## config.mk

```make
export PLATFORM = sky130hd
export DESIGN_NAME = bank_mapper_with_scanline_irq
export DESIGN_NICKNAME = d
export VERILOG_FILES = /design/src/rtl/bmsi_pkg.sv /design/src/rtl/bmsi_regs.sv /design/src/rtl/bmsi_map.sv /design/src/rtl/bank_mapper_with_scanline_irq.sv
export SDC_FILE = /design/constraint.sdc
export NUM_CORES = 1
export LEC_CHECK = 0
export ABC_AREA = 1
export BUFFER_PORTS_ARGS = -buffer_cell sky130_fd_sc_hd__buf_4
export CAP_MARGIN = 20
export CORE_ASPECT_RATIO = 0.8
export CORE_MARGIN = 5
export CORE_UTILIZATION = 40
export CTS_BUF_LIST = sky130_fd_sc_hd__clkbuf_8
export DETAILED_ROUTE_END_ITERATION = 8
export GPL_TIMING_DRIVEN = 0
export PLACE_DENSITY = 0.68
export SETUP_SLACK_MARGIN = 0.02
export SYNTH_ARGS = -nofsm -noshare
export SYNTH_HDL_FRONTEND = slang
export SYNTH_HIERARCHICAL = 1
export SYNTH_SLANG_ARGS = --single-unit
export TNS_END_PERCENT = 30
```

## constraint.sdc

```tcl
create_clock -name i_clk -period 6.8 [get_ports i_clk]
set_input_delay 0.34 -clock i_clk [delete_from_list [all_inputs] [get_ports i_clk]]
set_output_delay 0.34 -clock i_clk [all_outputs]
set_load 0.03 [all_outputs]
```

## src/rtl/bmsi_pkg.sv

```systemverilog
// ----------------------------------------------------------------------------
// bmsi_pkg
// Types, command and target codes, and fixed constants of the bank mapper.
// ----------------------------------------------------------------------------
`timescale 1ns / 1ps

package bmsi_pkg;

    localparam int PRG_RAM_BYTES = 8192;
    localparam int CHR_RAM_BYTES = 8192;
    localparam int PRG_RAM_AW    = $clog2(PRG_RAM_BYTES);
    localparam int CHR_RAM_AW    = $clog2(CHR_RAM_BYTES);

    // request commands
    typedef logic [2:0] t_cmd;
    localparam t_cmd CMD_CPU_WR  = 3'd0;
    localparam t_cmd CMD_CPU_RD  = 3'd1;
    localparam t_cmd CMD_PPU_RD  = 3'd2;
    localparam t_cmd CMD_PPU_WR  = 3'd3;
    localparam t_cmd CMD_TICK    = 3'd4;

    // memory targets
    typedef logic [2:0] t_target;
    localparam t_target TGT_NONE    = 3'd0;
    localparam t_target TGT_PRG_ROM = 3'd1;
    localparam t_target TGT_PRG_RAM = 3'd2;
    localparam t_target TGT_CHR_ROM = 3'd3;
    localparam t_target TGT_CHR_RAM = 3'd4;

    // configuration register indexes
    typedef logic [1:0] t_cfg_idx;
    localparam t_cfg_idx CFG_PRG_MASK = 2'd0;
    localparam t_cfg_idx CFG_CHR_MASK = 2'd1;
    localparam t_cfg_idx CFG_CHR_RAM  = 2'd2;

    // 8KB control ranges above 0x8000 (address bits 14..13)
    typedef logic [1:0] t_range;
    localparam t_range RNG_BANK   = 2'd0;
    localparam t_range RNG_MIRROR = 2'd1;
    localparam t_range RNG_LATCH  = 2'd2;
    localparam t_range RNG_IRQ    = 2'd3;

    // address bits 15..13 of the PRG RAM window 0x6000-0x7FFF
    localparam logic [2:0] PRG_RAM_PAGE = 3'b011;

    // interrupt counter clock point
    localparam logic [8:0]        TICK_DOT     = 9'd261;
    localparam logic [8:0]        LAST_VISIBLE = 9'd239;
    localparam logic signed [9:0] IRQ_LINE     = 10'sd260;

    typedef struct packed {
        t_cmd               cmd;
        logic [15:0]        bus_addr;
        logic [7:0]         bus_data;
        logic [8:0]         ppu_cycle;
        logic signed [9:0]  ppu_scanline;
    } t_item;

    typedef struct packed {
        logic [7:0] prg_bank_mask;
        logic [7:0] chr_bank_mask;
        logic       chr_ram_used;
    } t_cfg;

    typedef struct packed {
        logic [7:0][7:0] bank_regs;
        logic            prg_mode;
        logic            chr_invert;
        logic            ram_protect;
    } t_bank_state;

    typedef struct packed {
        t_target     target;
        logic [20:0] mem_index;
        logic        mem_write;
        logic        mirror_horizontal;
        logic        irq_pulse;
    } t_result;

endpackage

```

## src/rtl/bmsi_regs.sv

```systemverilog
// ----------------------------------------------------------------------------
// bmsi_regs
// Configuration, bank control registers and the scanline interrupt counter.
// ----------------------------------------------------------------------------
`timescale 1ns / 1ps

module bmsi_regs (
    input  logic                   i_clk,
    input  logic                   i_rst_n,
    input  logic                   i_cfg_we,
    input  bmsi_pkg::t_cfg_idx     i_cfg_idx,
    input  logic [7:0]             i_cfg_data,
    input  logic                   i_adv,
    input  bmsi_pkg::t_item        i_item,
    output bmsi_pkg::t_cfg         o_cfg,
    output bmsi_pkg::t_bank_state  o_bank,
    output logic                   o_mirror,
    output logic                   o_irq_pulse
);
    import bmsi_pkg::*;

    t_cfg            r_cfg;
    logic [7:0][7:0] r_bank_regs;
    logic [2:0]      r_bank_index;
    logic            r_prg_mode;
    logic            r_chr_invert;
    logic            r_mirror;
    logic            r_ram_protect;
    logic [7:0]      r_reload;
    logic [7:0]      r_counter;
    logic            r_pending;
    logic            r_irq_on;

    logic            ctrl_wr;
    logic            odd;
    t_range          rng;
    logic            line_hit;
    logic            tick;
    logic [7:0]      n_counter;
    logic [7:0]      bank_wdata;

    assign odd  = i_item.bus_addr[0];
    assign rng  = i_item.bus_addr[14:13];
    assign ctrl_wr = i_adv && (i_item.cmd == CMD_CPU_WR) && i_item.bus_addr[15];

    assign line_hit = (!i_item.ppu_scanline[9] && (i_item.ppu_scanline[8:0] <= LAST_VISIBLE))
                      || (i_item.ppu_scanline == IRQ_LINE);
    assign tick = i_adv && (i_item.cmd == CMD_TICK) && (i_item.ppu_cycle == TICK_DOT)
                  && line_hit;

    // reload on zero or pending reload, else count down
    assign n_counter = ((r_counter == 8'd0) || r_pending) ? r_reload : r_counter - 8'd1;

    // bank registers 0 and 1 hold even 2KB pairs
    assign bank_wdata = (r_bank_index < 3'd2) ? {i_item.bus_data[7:1], 1'b0}
                                              : i_item.bus_data;

    always_ff @(posedge i_clk) begin
        if (!i_rst_n) begin
            r_cfg.prg_bank_mask <= 8'd1;
            r_cfg.chr_bank_mask <= 8'd7;
            r_cfg.chr_ram_used  <= 1'b0;
        end else if (i_cfg_we) begin
            unique case (i_cfg_idx)
                CFG_PRG_MASK: r_cfg.prg_bank_mask <= i_cfg_data;
                CFG_CHR_MASK: r_cfg.chr_bank_mask <= i_cfg_data;
                CFG_CHR_RAM:  r_cfg.chr_ram_used  <= i_cfg_data[0];
                default: ;
            endcase
        end
    end

    always_ff @(posedge i_clk) begin
        if (!i_rst_n) begin
            r_bank_regs   <= '0;
            r_bank_index  <= '0;
            r_prg_mode    <= 1'b0;
            r_chr_invert  <= 1'b0;
            r_mirror      <= 1'b0;
            r_ram_protect <= 1'b0;
            r_reload      <= '0;
            r_counter     <= '0;
            r_pending     <= 1'b0;
            r_irq_on      <= 1'b0;
        end else begin
            if (ctrl_wr) begin
                unique case (rng)
                    RNG_BANK: begin
                        if (!odd) begin
                            r_bank_index <= i_item.bus_data[2:0];
                            r_prg_mode   <= i_item.bus_data[6];
                            r_chr_invert <= i_item.bus_data[7];
                        end else begin
                            r_bank_regs[r_bank_index] <= bank_wdata;
                        end
                    end
                    RNG_MIRROR: begin
                        if (!odd) begin
                            r_mirror <= i_item.bus_data[0];
                        end else begin
                            r_ram_protect <= i_item.bus_data[6];
                        end
                    end
                    RNG_LATCH: begin
                        if (!odd) begin
                            r_reload <= i_item.bus_data;
                        end else begin
                            r_pending <= 1'b1;
                            r_counter <= '0;
                        end
                    end
                    RNG_IRQ: r_irq_on <= odd;
                    default: ;
                endcase
            end
            if (tick) begin
                r_counter <= n_counter;
                r_pending <= 1'b0;
            end
        end
    end

    assign o_cfg              = r_cfg;
    assign o_bank.bank_regs   = r_bank_regs;
    assign o_bank.prg_mode    = r_prg_mode;
    assign o_bank.chr_invert  = r_chr_invert;
    assign o_bank.ram_protect = r_ram_protect;

    // the result shows mirroring as this request leaves it
    assign o_mirror = (ctrl_wr && (rng == RNG_MIRROR) && !odd) ? i_item.bus_data[0] : r_mirror;
    assign o_irq_pulse = tick && (n_counter == 8'd0) && r_irq_on;

endmodule

```

## src/rtl/bmsi_map.sv

```systemverilog
// ----------------------------------------------------------------------------
// bmsi_map
// Address translation of CPU and PPU accesses to target memory and index.
// ----------------------------------------------------------------------------
`timescale 1ns / 1ps

module bmsi_map (
    input  bmsi_pkg::t_item        i_item,
    input  bmsi_pkg::t_cfg         i_cfg,
    input  bmsi_pkg::t_bank_state  i_bank,
    output bmsi_pkg::t_target      o_target,
    output logic [20:0]            o_mem_index,
    output logic                   o_mem_write
);
    import bmsi_pkg::*;

    logic [15:0] addr;
    logic        prg_ram_hit;
    logic [1:0]  prg_win;
    logic [7:0]  second_last;
    logic [7:0]  prg_bank;
    logic [20:0] prg_index;
    logic [2:0]  chr_win;
    logic [2:0]  chr_reg;
    logic [7:0]  chr_bank;
    logic [20:0] chr_index;
    logic [20:0] prg_ram_index;
    logic [20:0] chr_ram_index;

    assign addr        = i_item.bus_addr;
    assign prg_ram_hit = (addr[15:13] == PRG_RAM_PAGE);
    assign prg_ram_index = {{(21 - PRG_RAM_AW){1'b0}}, addr[PRG_RAM_AW-1:0]};
    assign chr_ram_index = {{(21 - CHR_RAM_AW){1'b0}}, addr[CHR_RAM_AW-1:0]};

    // PRG: 8KB windows, two fixed to the top banks
    assign prg_win     = addr[14:13];
    assign second_last = i_cfg.prg_bank_mask - 8'd1;
    always_comb begin
        case (prg_win)
            2'd0:    prg_bank = i_bank.prg_mode ? second_last : i_bank.bank_regs[6];
            2'd1:    prg_bank = i_bank.bank_regs[7];
            2'd2:    prg_bank = i_bank.prg_mode ? i_bank.bank_regs[6] : second_last;
            default: prg_bank = i_cfg.prg_bank_mask;
        endcase
    end
    assign prg_index = {prg_bank & i_cfg.prg_bank_mask, addr[12:0]};

    // CHR: 1KB windows, lower half from the 2KB pairs R0/R1, upper from R2..R5
    assign chr_win = addr[12:10] ^ {i_bank.chr_invert, 2'b00};
    assign chr_reg = chr_win[2] ? (chr_win - 3'd2) : {2'b00, chr_win[1]};
    assign chr_bank = i_bank.bank_regs[chr_reg] + {7'd0, (!chr_win[2] && chr_win[0])};
    assign chr_index = {3'd0, chr_bank & i_cfg.chr_bank_mask, addr[9:0]};

    always_comb begin
        o_target    = TGT_NONE;
        o_mem_index = '0;
        o_mem_write = 1'b0;
        case (i_item.cmd)
            CMD_CPU_WR: begin
                if (prg_ram_hit) begin
                    o_target    = TGT_PRG_RAM;
                    o_mem_index = prg_ram_index;
                    o_mem_write = !i_bank.ram_protect;
                end
            end
            CMD_CPU_RD: begin
                if (prg_ram_hit) begin
                    o_target    = TGT_PRG_RAM;
                    o_mem_index = prg_ram_index;
                end else if (addr[15]) begin
                    o_target    = TGT_PRG_ROM;
                    o_mem_index = prg_index;
                end
            end
            CMD_PPU_RD: begin
                if (i_cfg.chr_ram_used) begin
                    o_target    = TGT_CHR_RAM;
                    o_mem_index = chr_ram_index;
                end else if (addr[15:13] == 3'b000) begin
                    o_target    = TGT_CHR_ROM;
                    o_mem_index = chr_index;
                end
            end
            CMD_PPU_WR: begin
                if (i_cfg.chr_ram_used) begin
                    o_target    = TGT_CHR_RAM;
                    o_mem_index = chr_ram_index;
                    o_mem_write = 1'b1;
                end
            end
            default: ;
        endcase
    end

endmodule

```

## src/rtl/bank_mapper_with_scanline_irq.sv

```systemverilog
// ----------------------------------------------------------------------------
// bank_mapper_with_scanline_irq
// Cartridge bank mapper: translates CPU/PPU accesses, holds the bank control
// registers and clocks a scanline interrupt counter.
// ----------------------------------------------------------------------------
//  channel   direction  handshake              payload
//  s_axis    in         tvalid/tready          tuser: cmd; tdata: addr, data, dot, line
//  m_axis    out        tvalid/tready          tuser: target; tdata: index, flags
//  cfg       in         i_cfg_we (no wait)     i_cfg_idx, i_cfg_data
//
//  One request per cycle sustained while results are taken; a request passes
//  from acceptance through the input register, then the result register.
//  Translation and the control register update happen in the single step
//  between them, so each request sees every earlier request's effect.
//  Reset (synchronous, active low) empties both registers and restores the
//  control state and configuration defaults.
//  A stalled result holds in the result register while the input register
//  still takes one more request.
// ----------------------------------------------------------------------------
`timescale 1ns / 1ps

module bank_mapper_with_scanline_irq (
    input  logic                       i_clk,
    input  logic                       i_rst_n,
    // configuration write port
    input  logic                       i_cfg_we,
    input  bmsi_pkg::t_cfg_idx         i_cfg_idx,
    input  logic [7:0]                 i_cfg_data,
    // request stream
    input  logic                       s_axis_tvalid,
    output logic                       s_axis_tready,
    input  logic [47:0]                s_axis_tdata,  // bus_addr, bus_data, ppu_cycle, ppu_scanline
    input  logic [2:0]                 s_axis_tuser,  // cmd
    // result stream
    output logic                       m_axis_tvalid,
    input  logic                       m_axis_tready,
    output logic [23:0]                m_axis_tdata,  // mem_index, mem_write, mirror_horizontal, irq_pulse
    output logic [2:0]                 m_axis_tuser   // target
);
    import bmsi_pkg::*;

    logic        r_in_vld;
    t_item       r_in;
    logic        r_out_vld;
    t_result     r_out;

    logic        adv;
    t_cfg        cfg;
    t_bank_state bank;
    logic        mirror;
    logic        irq_pulse;
    t_target     target;
    logic [20:0] mem_index;
    logic        mem_write;

    // advance the held request whenever the result register is free or draining
    assign adv           = r_in_vld && (!r_out_vld || m_axis_tready);
    assign s_axis_tready = !r_in_vld || adv;

    // input register: capture a request, drop it once it advances
    always_ff @(posedge i_clk) begin
        if (!i_rst_n) begin
            r_in_vld <= 1'b0;
        end else if (s_axis_tvalid && s_axis_tready) begin
            r_in_vld <= 1'b1;
        end else if (adv) begin
            r_in_vld <= 1'b0;
        end
    end

    always_ff @(posedge i_clk) begin
        if (s_axis_tvalid && s_axis_tready) begin
            r_in.cmd          <= s_axis_tuser;
            r_in.bus_addr     <= s_axis_tdata[15:0];
            r_in.bus_data     <= s_axis_tdata[23:16];
            r_in.ppu_cycle    <= s_axis_tdata[32:24];
            r_in.ppu_scanline <= s_axis_tdata[42:33];
        end
    end

    bmsi_regs u_regs (
        .i_clk       (i_clk),
        .i_rst_n     (i_rst_n),
        .i_cfg_we    (i_cfg_we),
        .i_cfg_idx   (i_cfg_idx),
        .i_cfg_data  (i_cfg_data),
        .i_adv       (adv),
        .i_item      (r_in),
        .o_cfg       (cfg),
        .o_bank      (bank),
        .o_mirror    (mirror),
        .o_irq_pulse (irq_pulse)
    );

    // translation sees the control state from before this request's own write
    bmsi_map u_map (
        .i_item      (r_in),
        .i_cfg       (cfg),
        .i_bank      (bank),
        .o_target    (target),
        .o_mem_index (mem_index),
        .o_mem_write (mem_write)
    );

    // result register: load on advance, release when taken
    always_ff @(posedge i_clk) begin
        if (!i_rst_n) begin
            r_out_vld <= 1'b0;
        end else if (adv) begin
            r_out_vld <= 1'b1;
        end else if (m_axis_tready) begin
            r_out_vld <= 1'b0;
        end
    end

    always_ff @(posedge i_clk) begin
        if (adv) begin
            r_out.target            <= target;
            r_out.mem_index         <= mem_index;
            r_out.mem_write         <= mem_write;
            r_out.mirror_horizontal <= mirror;
            r_out.irq_pulse         <= irq_pulse;
        end
    end

    assign m_axis_tvalid = r_out_vld;
    assign m_axis_tuser  = r_out.target;
    assign m_axis_tdata  = {r_out.irq_pulse, r_out.mirror_horizontal, r_out.mem_write,
                            r_out.mem_index};

endmodule

```

==> results.md, run 1 <==
- Status: finished clean
- Iter 0 DRT Violations: 710
- Final WL: 21400 um
- Via density: approximately 5.1
- Final Skew: around 19 ps
- Critical path capture point type: register
- Core footprint: 20700 sq um
- FILL cells: 2022
- Gate Count Post-Synth: 994
- First-pass GRT wire length: 34600 um
- Ys Warns: 6
- Routed Antenna Nets: 0
- Routed WL per cell: about 15 um
- Area grow syn2layout: 17.2%
- WP data arrival: between 3000 and 4000 ps
- Largest net degree at the start of global routing: 38
- CTS root buffer: clkbuf_8
- PnR worst setup slack: between 3000 and 4000 ps
- Switching Share: 24.6%
- # rows: 47
- Static Leak: 3.90 nW
- Share of post-route cells with drive strength above 1: 19.6%
- NetSw: 0.519 mW
- TritonCTS Buffers: 17
- # clock sinks: 181
- Final setup fails: 0
- Startpoint types: register
- GRT met3 Usage: 4.73%
- Minimum clock period: 2870 ps
- Final Hold Vio Count: 0
- Post-synthesis sequential area ratio: 51.6%
- Worst-path clk slew: 100 ps
- Max-slew violation count: 0
- Setup TNS: 0 ps
- CTS tree: done
- Worst Path Required: between 7000 and 8000 ps
- Die Ht: 140 um
- I/O pins: 95
- Maximum operating frequency: about 350 MHz
- P_int: 1.59 mW
- Grt ovf: 0
- Pre-CTS setup slack: between 3000 and 4000 ps
- Port buffer count: 89
- Final worst path period share: 42.2%
- Highest net fanout along the worst path: 10
- Tightest Hold Check Type: in2reg
- CP Class: reg2reg
- Dpl hpwl: roughly 15000 um
- # DRC: 0
- Synth Register Bits: 181
- Clk Latency, worst-skew pair: ~470 ps
- Vias in the first global route: 6720
- Most used DFF post-synth: dfxtp_1
- Initial core utilization: 40.7%
- GR Util met1: 26.9%
- Cell variety after synth: 48
- Ys async rst share: 0%
- Combinational fraction of design power: 9.5%
- Max transition margin: 35.9%
- Max-Cap Viols: 0
- Post-layout nets: 1175
- # H-tree levels: 4
- Busiest layer in global routing: met1
- Post-synth EDFFs: 73
- Total number of vias: 7084
- Commonest non-fill, non-tap cells in the layout: nand2_1, dfxtp_1, buf_4
- Cts hold-fix bufs: 0
- Clock Tree Buf Depth: 2
- Initial antenna violation count: 0
- Commonest non-fill, non-tap cell in the layout: nand2_1
- Post-CTS sizing: 0
- Met2 usage in global routing: 26.3%
- Synthesized area: 8430 sq um
- Gpl congestion: 0.886
- Power per cell area: 213 nW/um^2
- Die extent in x: 172 um
- All-Layer GR Usage: 18.1%
- Avg Cell Area, Syn: 8.48 sq um
- Ant diodes: 0
- Iteration count of the initial detailed-routing pass: 6
- Part of the power in registers: 55.7%
- Postcts setup bufs: 0
- Die area: 24100 sq um
- Power share of the clock group: 34.7%
- Post-synthesis net count: around 1100
- RSZ-0062 raised after global routing: no
- Worst Tran Pin Value: approximately 950 ps
- Maximum vdd drop: 0.0000936 V
[per-layer routing]
layer	up-vias	wire [um]
li1	3562	-
met1	3273	10600
met2	228	9100
met3	21	1450
met4	0	246
met5	-	0
[stage by stage]
step / total power [mW] / area, sq um / hold WS, ps / util [%] / std cells
2_1_floorplan: 1.32 / 8430 / 419 / - / 994
3_3_place_gp: 1.40 / 9440 / 427 / 45.6 / 1352
3_5_place_dp: 1.40 / 9490 / 432 / 45.8 / 1354
4_1_cts: 2.13 / 9890 / 10.5 / 47.8 / 1386
5_1_grt: 2.20 / 9890 / 3.84 / 47.8 / 1386
6_report: 2.11 / 9890 / 43.7 / 47.8 / 1386
[final cells by class]
cell class | count | area (sq um) | area share [%]
clock buffers | 21 | 289 | 2.92
multi-input cells | 673 | 3460 | 35.0
well taps | 269 | 337 | 3.40
repair buffers | 91 | 708 | 7.16
inverters | 102 | 388 | 3.92
clock inverters | 11 | 109 | 1.10
flip-flops and latches | 181 | 4350 | 44.0
plain buffers | 38 | 244 | 2.47
[registers in the layout, summed over array words and instances (netlist names)]
register and count:
m_axis_tdata 24, m_axis_tuser 3, m_axis_tvalid 1, r_in 46
r_in_vld 1, u_regs/o_bank 64, u_regs/o_cfg 17, u_regs/r_bank_index 3
u_regs/r_chr_invert 1, u_regs/r_counter 8, u_regs/r_irq_on 1, u_regs/r_mirror 1
u_regs/r_pending 1, u_regs/r_prg_mode 1, u_regs/r_ram_protect 1, u_regs/r_reload 8
[kinds of logic after synthesis]
family | count (synthesis) | synth area share, %
buffers and inverters | 140 | 7.49
adders and majority gates | 5 | 0.742
xor gates and xnor gates | 1 | 0.104
AOI/OAI and AO/OA | 152 | 9.70
and+or+nand+nor | 515 | 30.3
DFF | 181 | 51.6
[critical path, stage by stage, from the launching register on]
cell and delay, ps:
dfxtp_1 390, buf_4 170, inv_2 50, nand2_1 160, nand3_4 140, nand2_4 150
buf_12 150, nand2_1 60, nand3_1 70, nand3_1 130, o31ai_1 120, ha_1 270
ha_1 230, nand3_1 120, nor2_2 130, nand2_1 60, nand2_1 50, nand2_1 60
nand2_1 50, nand2_1 60
[Yosys cell counts, types with 2 or more instances]
master / number / area (sq um)
nand2_1: 237 / 890
dfxtp_1: 108 / 2160
a21oi_1: 94 / 470
inv_1: 91 / 342
nor2_1: 82 / 308
edfxtp_1: 73 / 2190
nand3_1: 73 / 365
nand4_1: 50 / 313
o21ai_0: 40 / 200
buf_2: 14 / 70.1
nand3_2: 13 / 130
nand2_2: 12 / 75.1
clkbuf_1: 11 / 41.3
nor2_2: 11 / 68.8
inv_2: 10 / 37.5
or2_0: 6 / 37.5
buf_4: 5 / 37.5
buf_6: 5 / 56.3
ha_1: 5 / 62.6
nand2_4: 5 / 56.3
nor3_1: 5 / 25.0
o211ai_1: 5 / 37.5
nand3_4: 4 / 70.1
nor2_4: 4 / 45.0
nand3b_1: 3 / 22.5
nor2_8: 3 / 60.1
nand4_4: 2 / 42.5
o21ai_1: 2 / 10.0
or2_2: 2 / 12.5
[power groups by stage]
stage / sequential, mW / combinational, mW / clock (mW)
floorplan: 1.21 / 0.102 / 0
global placement: 1.20 / 0.194 / 0
detailed placement: 1.20 / 0.200 / 0
CTS: 1.18 / 0.201 / 0.750
global route: 1.18 / 0.219 / 0.799
finish: 1.17 / 0.201 / 0.733
[path summary, 6_finish.rpt]
kind | slack [ps] | endpoint | start | cells after the start
max reg2reg | 3930 | m_axis_tdata[16]$_DFFE_PP_ | u_regs/r_chr_invert$_SDFFE_PN0P_ | 19
min reg2reg | 450 | u_regs/o_bank[3]$_SDFFE_PN0P_ | u_regs/o_bank[3]$_SDFFE_PN0P_ | 2
max | 3930 | m_axis_tdata[16]$_DFFE_PP_ | u_regs/r_chr_invert$_SDFFE_PN0P_ | 19
min | 40 | r_in[37]$_DFFE_PP_ | s_axis_tdata[10] | 1
(Power assumes the default switching activity.)
==> run 2: changes to the inputs <==
clock period = 2.7 ns   (was 6.8 ns; I/O delays follow)
==> run 2 against run 1 <==
First-iteration DRC count is 1.7% lower. Sequential power grew to 2.5 times the previous value. Sequential cell count stayed put. Largest power group unchanged. Maximum frequency is 12% higher. Die area stayed put. Non-clock buffer count is 70 higher.
==> results.md, run 2 (same netlist as run 1, synthesis figures left out) <==
- Commonest non-fill, non-tap cell in the layout: nand2_1
- Iter 0 DRT Violations: 698
- Die Ht: 140 um
- Clock Tree Buf Depth: 2
- Area grow syn2layout: 26.5%
- Commonest non-fill, non-tap cells in the layout: nand2_1, dfxtp_1, buf_4
- Final Skew: 10.7 ps
- Share of post-route cells with drive strength above 1: 20.1%
- Setup TNS: 0 ps
- Tightest Hold Check Type: in2reg
- Final Power: 5.43 mW
- Dpl hpwl: 15400 um
- Worst-path clk slew: about 90 ps
- Initial antenna violation count: 0
- Final worst path period share: between 90% and 100%
- Highest net fanout along the worst path: 6
- Total number of vias: around 7400
- All-Layer GR Usage: 18.4%
- Max transition margin: between 40 and 50%
- Ant diodes: 0
- WP data arrival: 2760 ps
- Post-layout nets: 1245
- # rows: 47
- Largest net degree at the start of global routing: 38
- Maximum vdd drop: 0.000239 V
- Die extent in x: 172 um
- Worst Path Required: 2910 ps
- Status: finished clean
- Die area: 24100 sq um
- Port buffer count: 89
- Via density: 5.06
- Minimum clock period: around 2600 ps
- Final setup fails: 0
- CTS root buffer: clkbuf_8
- # H-tree levels: 4
- Maximum operating frequency: 392 MHz
- Routed WL per cell: 15.0 um
- Static Leak: 4.24 nW
- First-pass GRT wire length: around 35000 um
- Reg2reg setup slack: 150 ps
- Worst Tran Pin Value: 836 ps
- Max-slew violation count: 0
- TritonCTS Buffers: 17
- Routed Antenna Nets: 0
- CP Class: reg2reg
- Gpl congestion: 0.876
- CTS tree: done
- Power per cell area: roughly 500 nW/um^2
- Max reg flops: 64
- Startpoint types: register
- Grt ovf: 0
- Clk Latency, worst-skew pair: 450 ps
- Core Util, Final: 51.5%
- Initial core utilization: 40.7%
- # DRC: 0
- Final Hold Vio Count: 0
- Critical path capture point type: register
- # clock sinks: about 180
- Core footprint: between 20000 and 25000 sq um
- Vias in the first global route: a little under 7000
- Max-Cap Viols: 0
- I/O pins: between 90 and 100
- Iteration count of the initial detailed-routing pass: 7
- Final WL: 21900 um
-- run 2: critical path, stage by stage (launching register included) --
cell	delay (ps)
edfxtp_1	480
inv_2	150
nand2_4	100
nand2_4	100
nand2_4	60
nand2_4	70
buf_8	120
nand2_1	60
nand3_2	80
nand3_4	100
o31ai_4	70
ha_2	250
buf_4	130
nand3_4	90
nor2_8	120
nand2_1	70
nand2_1	70
nand2_1	60
nand2_1	70
nand2_1	60
-- run 2: final cells by class --
type	instances	area (sq um)
fill	1952	10000
sequential	181	4360
multi-input combinational	673	3550
timing repair buffer	162	1390
inverter	102	395
tap	269	337
buffer	37	235
clock buffer	17	234
clock inverter	15	166
-- run 2: what timing repair did --
action | in CTS | in global routing
gates resized for setup | 11 | 15
setup buffers | 5 | 6
endpoints found under the hold margin | 69 | 0
endpoints found under the setup margin | 2 | 3
hold buffers | 60 | 0
pin swaps | 3 | 8
-- run 2: final timing paths --
check                                              startpoint                            end  cells after the start
worst max-delay path                       r_in[39]$_DFFE_PP_     m_axis_tdata[15]$_DFFE_PP_                     19
worst min-delay path                             i_cfg_idx[1]   u_regs/o_cfg[0]$_SDFFE_PN0P_                      3
worst max register to register             r_in[39]$_DFFE_PP_     m_axis_tdata[15]$_DFFE_PP_                     19
worst min register to register  u_regs/o_bank[3]$_SDFFE_PN0P_  u_regs/o_bank[3]$_SDFFE_PN0P_                      2
-- run 2: metal layers --
metal	up-vias	GRT usage [%]	part of all wire, %	wire length, um
met5	-	0	0	0
met4	0	5.00	1.4	314
met3	24	3.66	7.3	1610
met2	253	27.2	44	9710
met1	3389	27.4	47	10200
li1	3702	-	-	-
-- run 2: metrics by stage --
stage | cells | worst slack, ps | hold slack (ps) | area [sq um]
after CTS | 1451 | 27.9 | 0.466 | 10600
final | 1456 | 146 | 38.5 | 10700
after detailed placement | 1354 | -177 | 314 | 9490
after global placement | 1352 | -397 | 313 | 9440
after global routing | 1456 | -1.60 | 6.72 | 10700
after floorplan | 994 | 253 | 234 | 8440
-- run 2: power breakdown --
| group | internal (mW) | leakage, nW | switching, mW |
|---|---|---|---|
| clock network | 0.909 | 0.215 | 0.962 |
| registers | 2.92 | 1.58 | 0.0397 |
| logic | 0.247 | 2.45 | 0.356 |
| total | 4.08 | 4.24 | 1.36 |
==> run 3: changes to the inputs <==
--- a/constraint.sdc
+++ b/constraint.sdc
@@ -3,2 +3,2 @@
 set_output_delay 0.135 -clock i_clk [all_outputs]
-set_load 0.03 [all_outputs]
+set_load 0.1 [all_outputs]
==> run 3 against run 2 <==
First-iteration DRC count up 17%. Utilization about the same. Hold slack better by 350 ps. Final area about the same. Combinational power up 19%. Clock power down 7%. Sequential share of layout area about the same. Non-clock buffer count up 1. Total power down 0.45%. Maximum frequency up 0.92%. Setup slack better by 23 ps. Largest power group unchanged.
==> results.md, run 3 (same netlist as run 1, synthesis figures left out) <==
- Critical Path Start: r_in[38]$_DFFE_PP_
- Status: finished clean
- Highest net fanout along the worst path: 10
- Power per cell area: 507 nW/um^2
- TritonCTS Buffers: 17
- Iter 0 DRT Violations: 820
- Part of the power in registers: 54.7%
- Routed WL per cell: approximately 15 um
- Routed Antenna Nets: 0
- Area grow syn2layout: 26.6%
- Worst Tran Pin Value: 907 ps
- Final Hold Vio Count: 0
- # H-tree levels: 4
- Share of post-route cells with drive strength above 1: 20.3%
- Final setup fails: 0
- # rows: between 40 and 50
- Largest net degree at the start of global routing: 38
- CTS tree: done
- NetSw: 1.49 mW
- Worst-path clk slew: 100 ps
- Startpoint types: register
- Max-Cap Viols: 0
- Worst setup path endpoint: m_axis_tdata[16]$_DFFE_PP_
- Worst R2R Start: r_in[38]$_DFFE_PP_
- Clk Latency, worst-skew pair: 460 ps
- Max reg flops: 64
- Total number of vias: approximately 7500
- Post-route insts no fill: approximately 1500
- First-pass GRT wire length: 35400 um
- Gpl congestion: between 0.8 and 0.9
- Port buffer count: 89
- Core footprint: between 20000 and 25000 sq um
- Via density: between 5 and 6
- # DRC: 0
- Setup TNS: 0 ps
- Die area: 24100 sq um
- Maximum vdd drop: 0.000283 V
- CP Class: reg2reg
- Reg2Reg Depth: 18
- CTS root buffer: clkbuf_8
- Reg2reg setup slack: 170 ps
- Iteration count of the initial detailed-routing pass: 5
- Initial core utilization: 40.7%
- Grt ovf: 0
- WP data arrival: 2740 ps
- RSZ-0062 raised after global routing: no
- Final worst path period share: 93.7%
- Final WL: 22500 um
- Reg2Reg Capture Point: m_axis_tdata[16]$_DFFE_PP_
- All-Layer GR Usage: 18.6%
- Post-layout nets: 1246
- # clock sinks: 181
- Power share of the clock group: around 32%
- Dpl hpwl: 15400 um
- Critical path capture point type: register
- Switching Share: 27.5%
- Die extent in x: around 170 um
- Minimum clock period: roughly 2500 ps
- Max-slew violation count: 0
- I/O pins: 95
- Commonest non-fill, non-tap cells in the layout: nand2_1, dfxtp_1, buf_4
- Maximum operating frequency: just under 400 MHz
- Initial antenna violation count: 0
- Ant diodes: 0
- Commonest non-fill, non-tap cell in the layout: nand2_1
- Final Skew: 12.9 ps
- P_int: 3.92 mW
- Combinational fraction of design power: 13.3%
- Vias in the first global route: 6945
- Placed cells: between 1000 and 1500
- Max transition margin: 39.1%
- Static Leak: 4.21 nW
- Tightest Hold Check Type: in2reg
- Worst Path Required: 2910 ps
- Die Ht: around 140 um
- Clock Tree Buf Depth: 2
==> run 3: final cells by class <==
| cell class | instances | area (sq um) |
|---|---|---|
| fill | 1944 | 10000 |
| buffer | 38 | 255 |
| timing repair buffer | 162 | 1400 |
| multi-input combinational | 673 | 3580 |
| clock inverter | 14 | 113 |
| clock buffer | 18 | 248 |
| inverter | 102 | 393 |
| sequential | 181 | 4360 |
| tap | 269 | 337 |
==> run 3: how the worst min path moves through the flow <==
stage | slack (ps) | cells after the start | start | endpoint
6_report | 390 | 2 | s_axis_tdata[29] | r_in[15]$_DFFE_PP_
5_1_grt | 350 | 2 | s_axis_tdata[17] | r_in[20]$_DFFE_PP_
4_1_cts | 350 | 2 | s_axis_tdata[7] | r_in[34]$_DFFE_PP_
3_5_place_dp | 310 | 1 | s_axis_tdata[34] | r_in[1]$_DFFE_PP_
3_3_place_gp | 310 | 1 | s_axis_tdata[31] | r_in[17]$_DFFE_PP_
2_1_floorplan | 230 | 0 | s_axis_tdata[33] | r_in[0]$_DFFE_PP_
==> run 3: per-layer routing <==
layer	GRT usage [%]	up-vias	share of wire (%)
li1	-	3701	-
met1	27.6	3488	48
met2	27.7	250	44
met3	3.69	21	6.4
met4	4.67	0	1.4
met5	0	-	0
==> run 3: stage by stage <==
stage               cell area (sq um)  setup WS [ps]  power [mW]  hold slack, ps  util (%)
global route                    10700           26.2        5.64             354      51.6
global placement                 9460           -107        3.62             314      45.7
floorplan                        8450          -11.8        3.42             234         -
finish                          10700            170        5.41             388      51.6
detailed placement               9480           -162        3.63             314      45.8
CTS                             10500           31.9        5.43             353      50.7
==> run 3: timing repair <==
action	in CTS	in global routing
endpoints found under the hold margin	69	0
resized for setup	10	17
hold buffers	61	0
setup endpoints to repair	2	9
buffers inserted	3	7
pin swaps	2	10
==> run 3: critical path, cell delays in order (launching register included) <==
cell and delay (ps):
edfxtp_1 390, buf_6 170, inv_4 110, nand3_4 140, nand2_8 120, buf_12 130, nand2_1 60, nand3_2 90
nand3_4 100, o31ai_4 90, ha_4 190, ha_4 160, nand3_4 70, nor2_2 130, nand2_1 50, nand2_1 50
nand2_1 60, nand2_1 60, nand2_1 70
==> run 3: power by group through the flow <==
stage	Sequential (mW)	Clock [mW]	Combinational (mW)
final	2.96	1.73	0.718
after global routing	2.97	1.90	0.768
after CTS	2.96	1.78	0.685
after detailed placement	3.02	0	0.605
after global placement	3.03	0	0.595
after floorplan	3.16	0	0.260
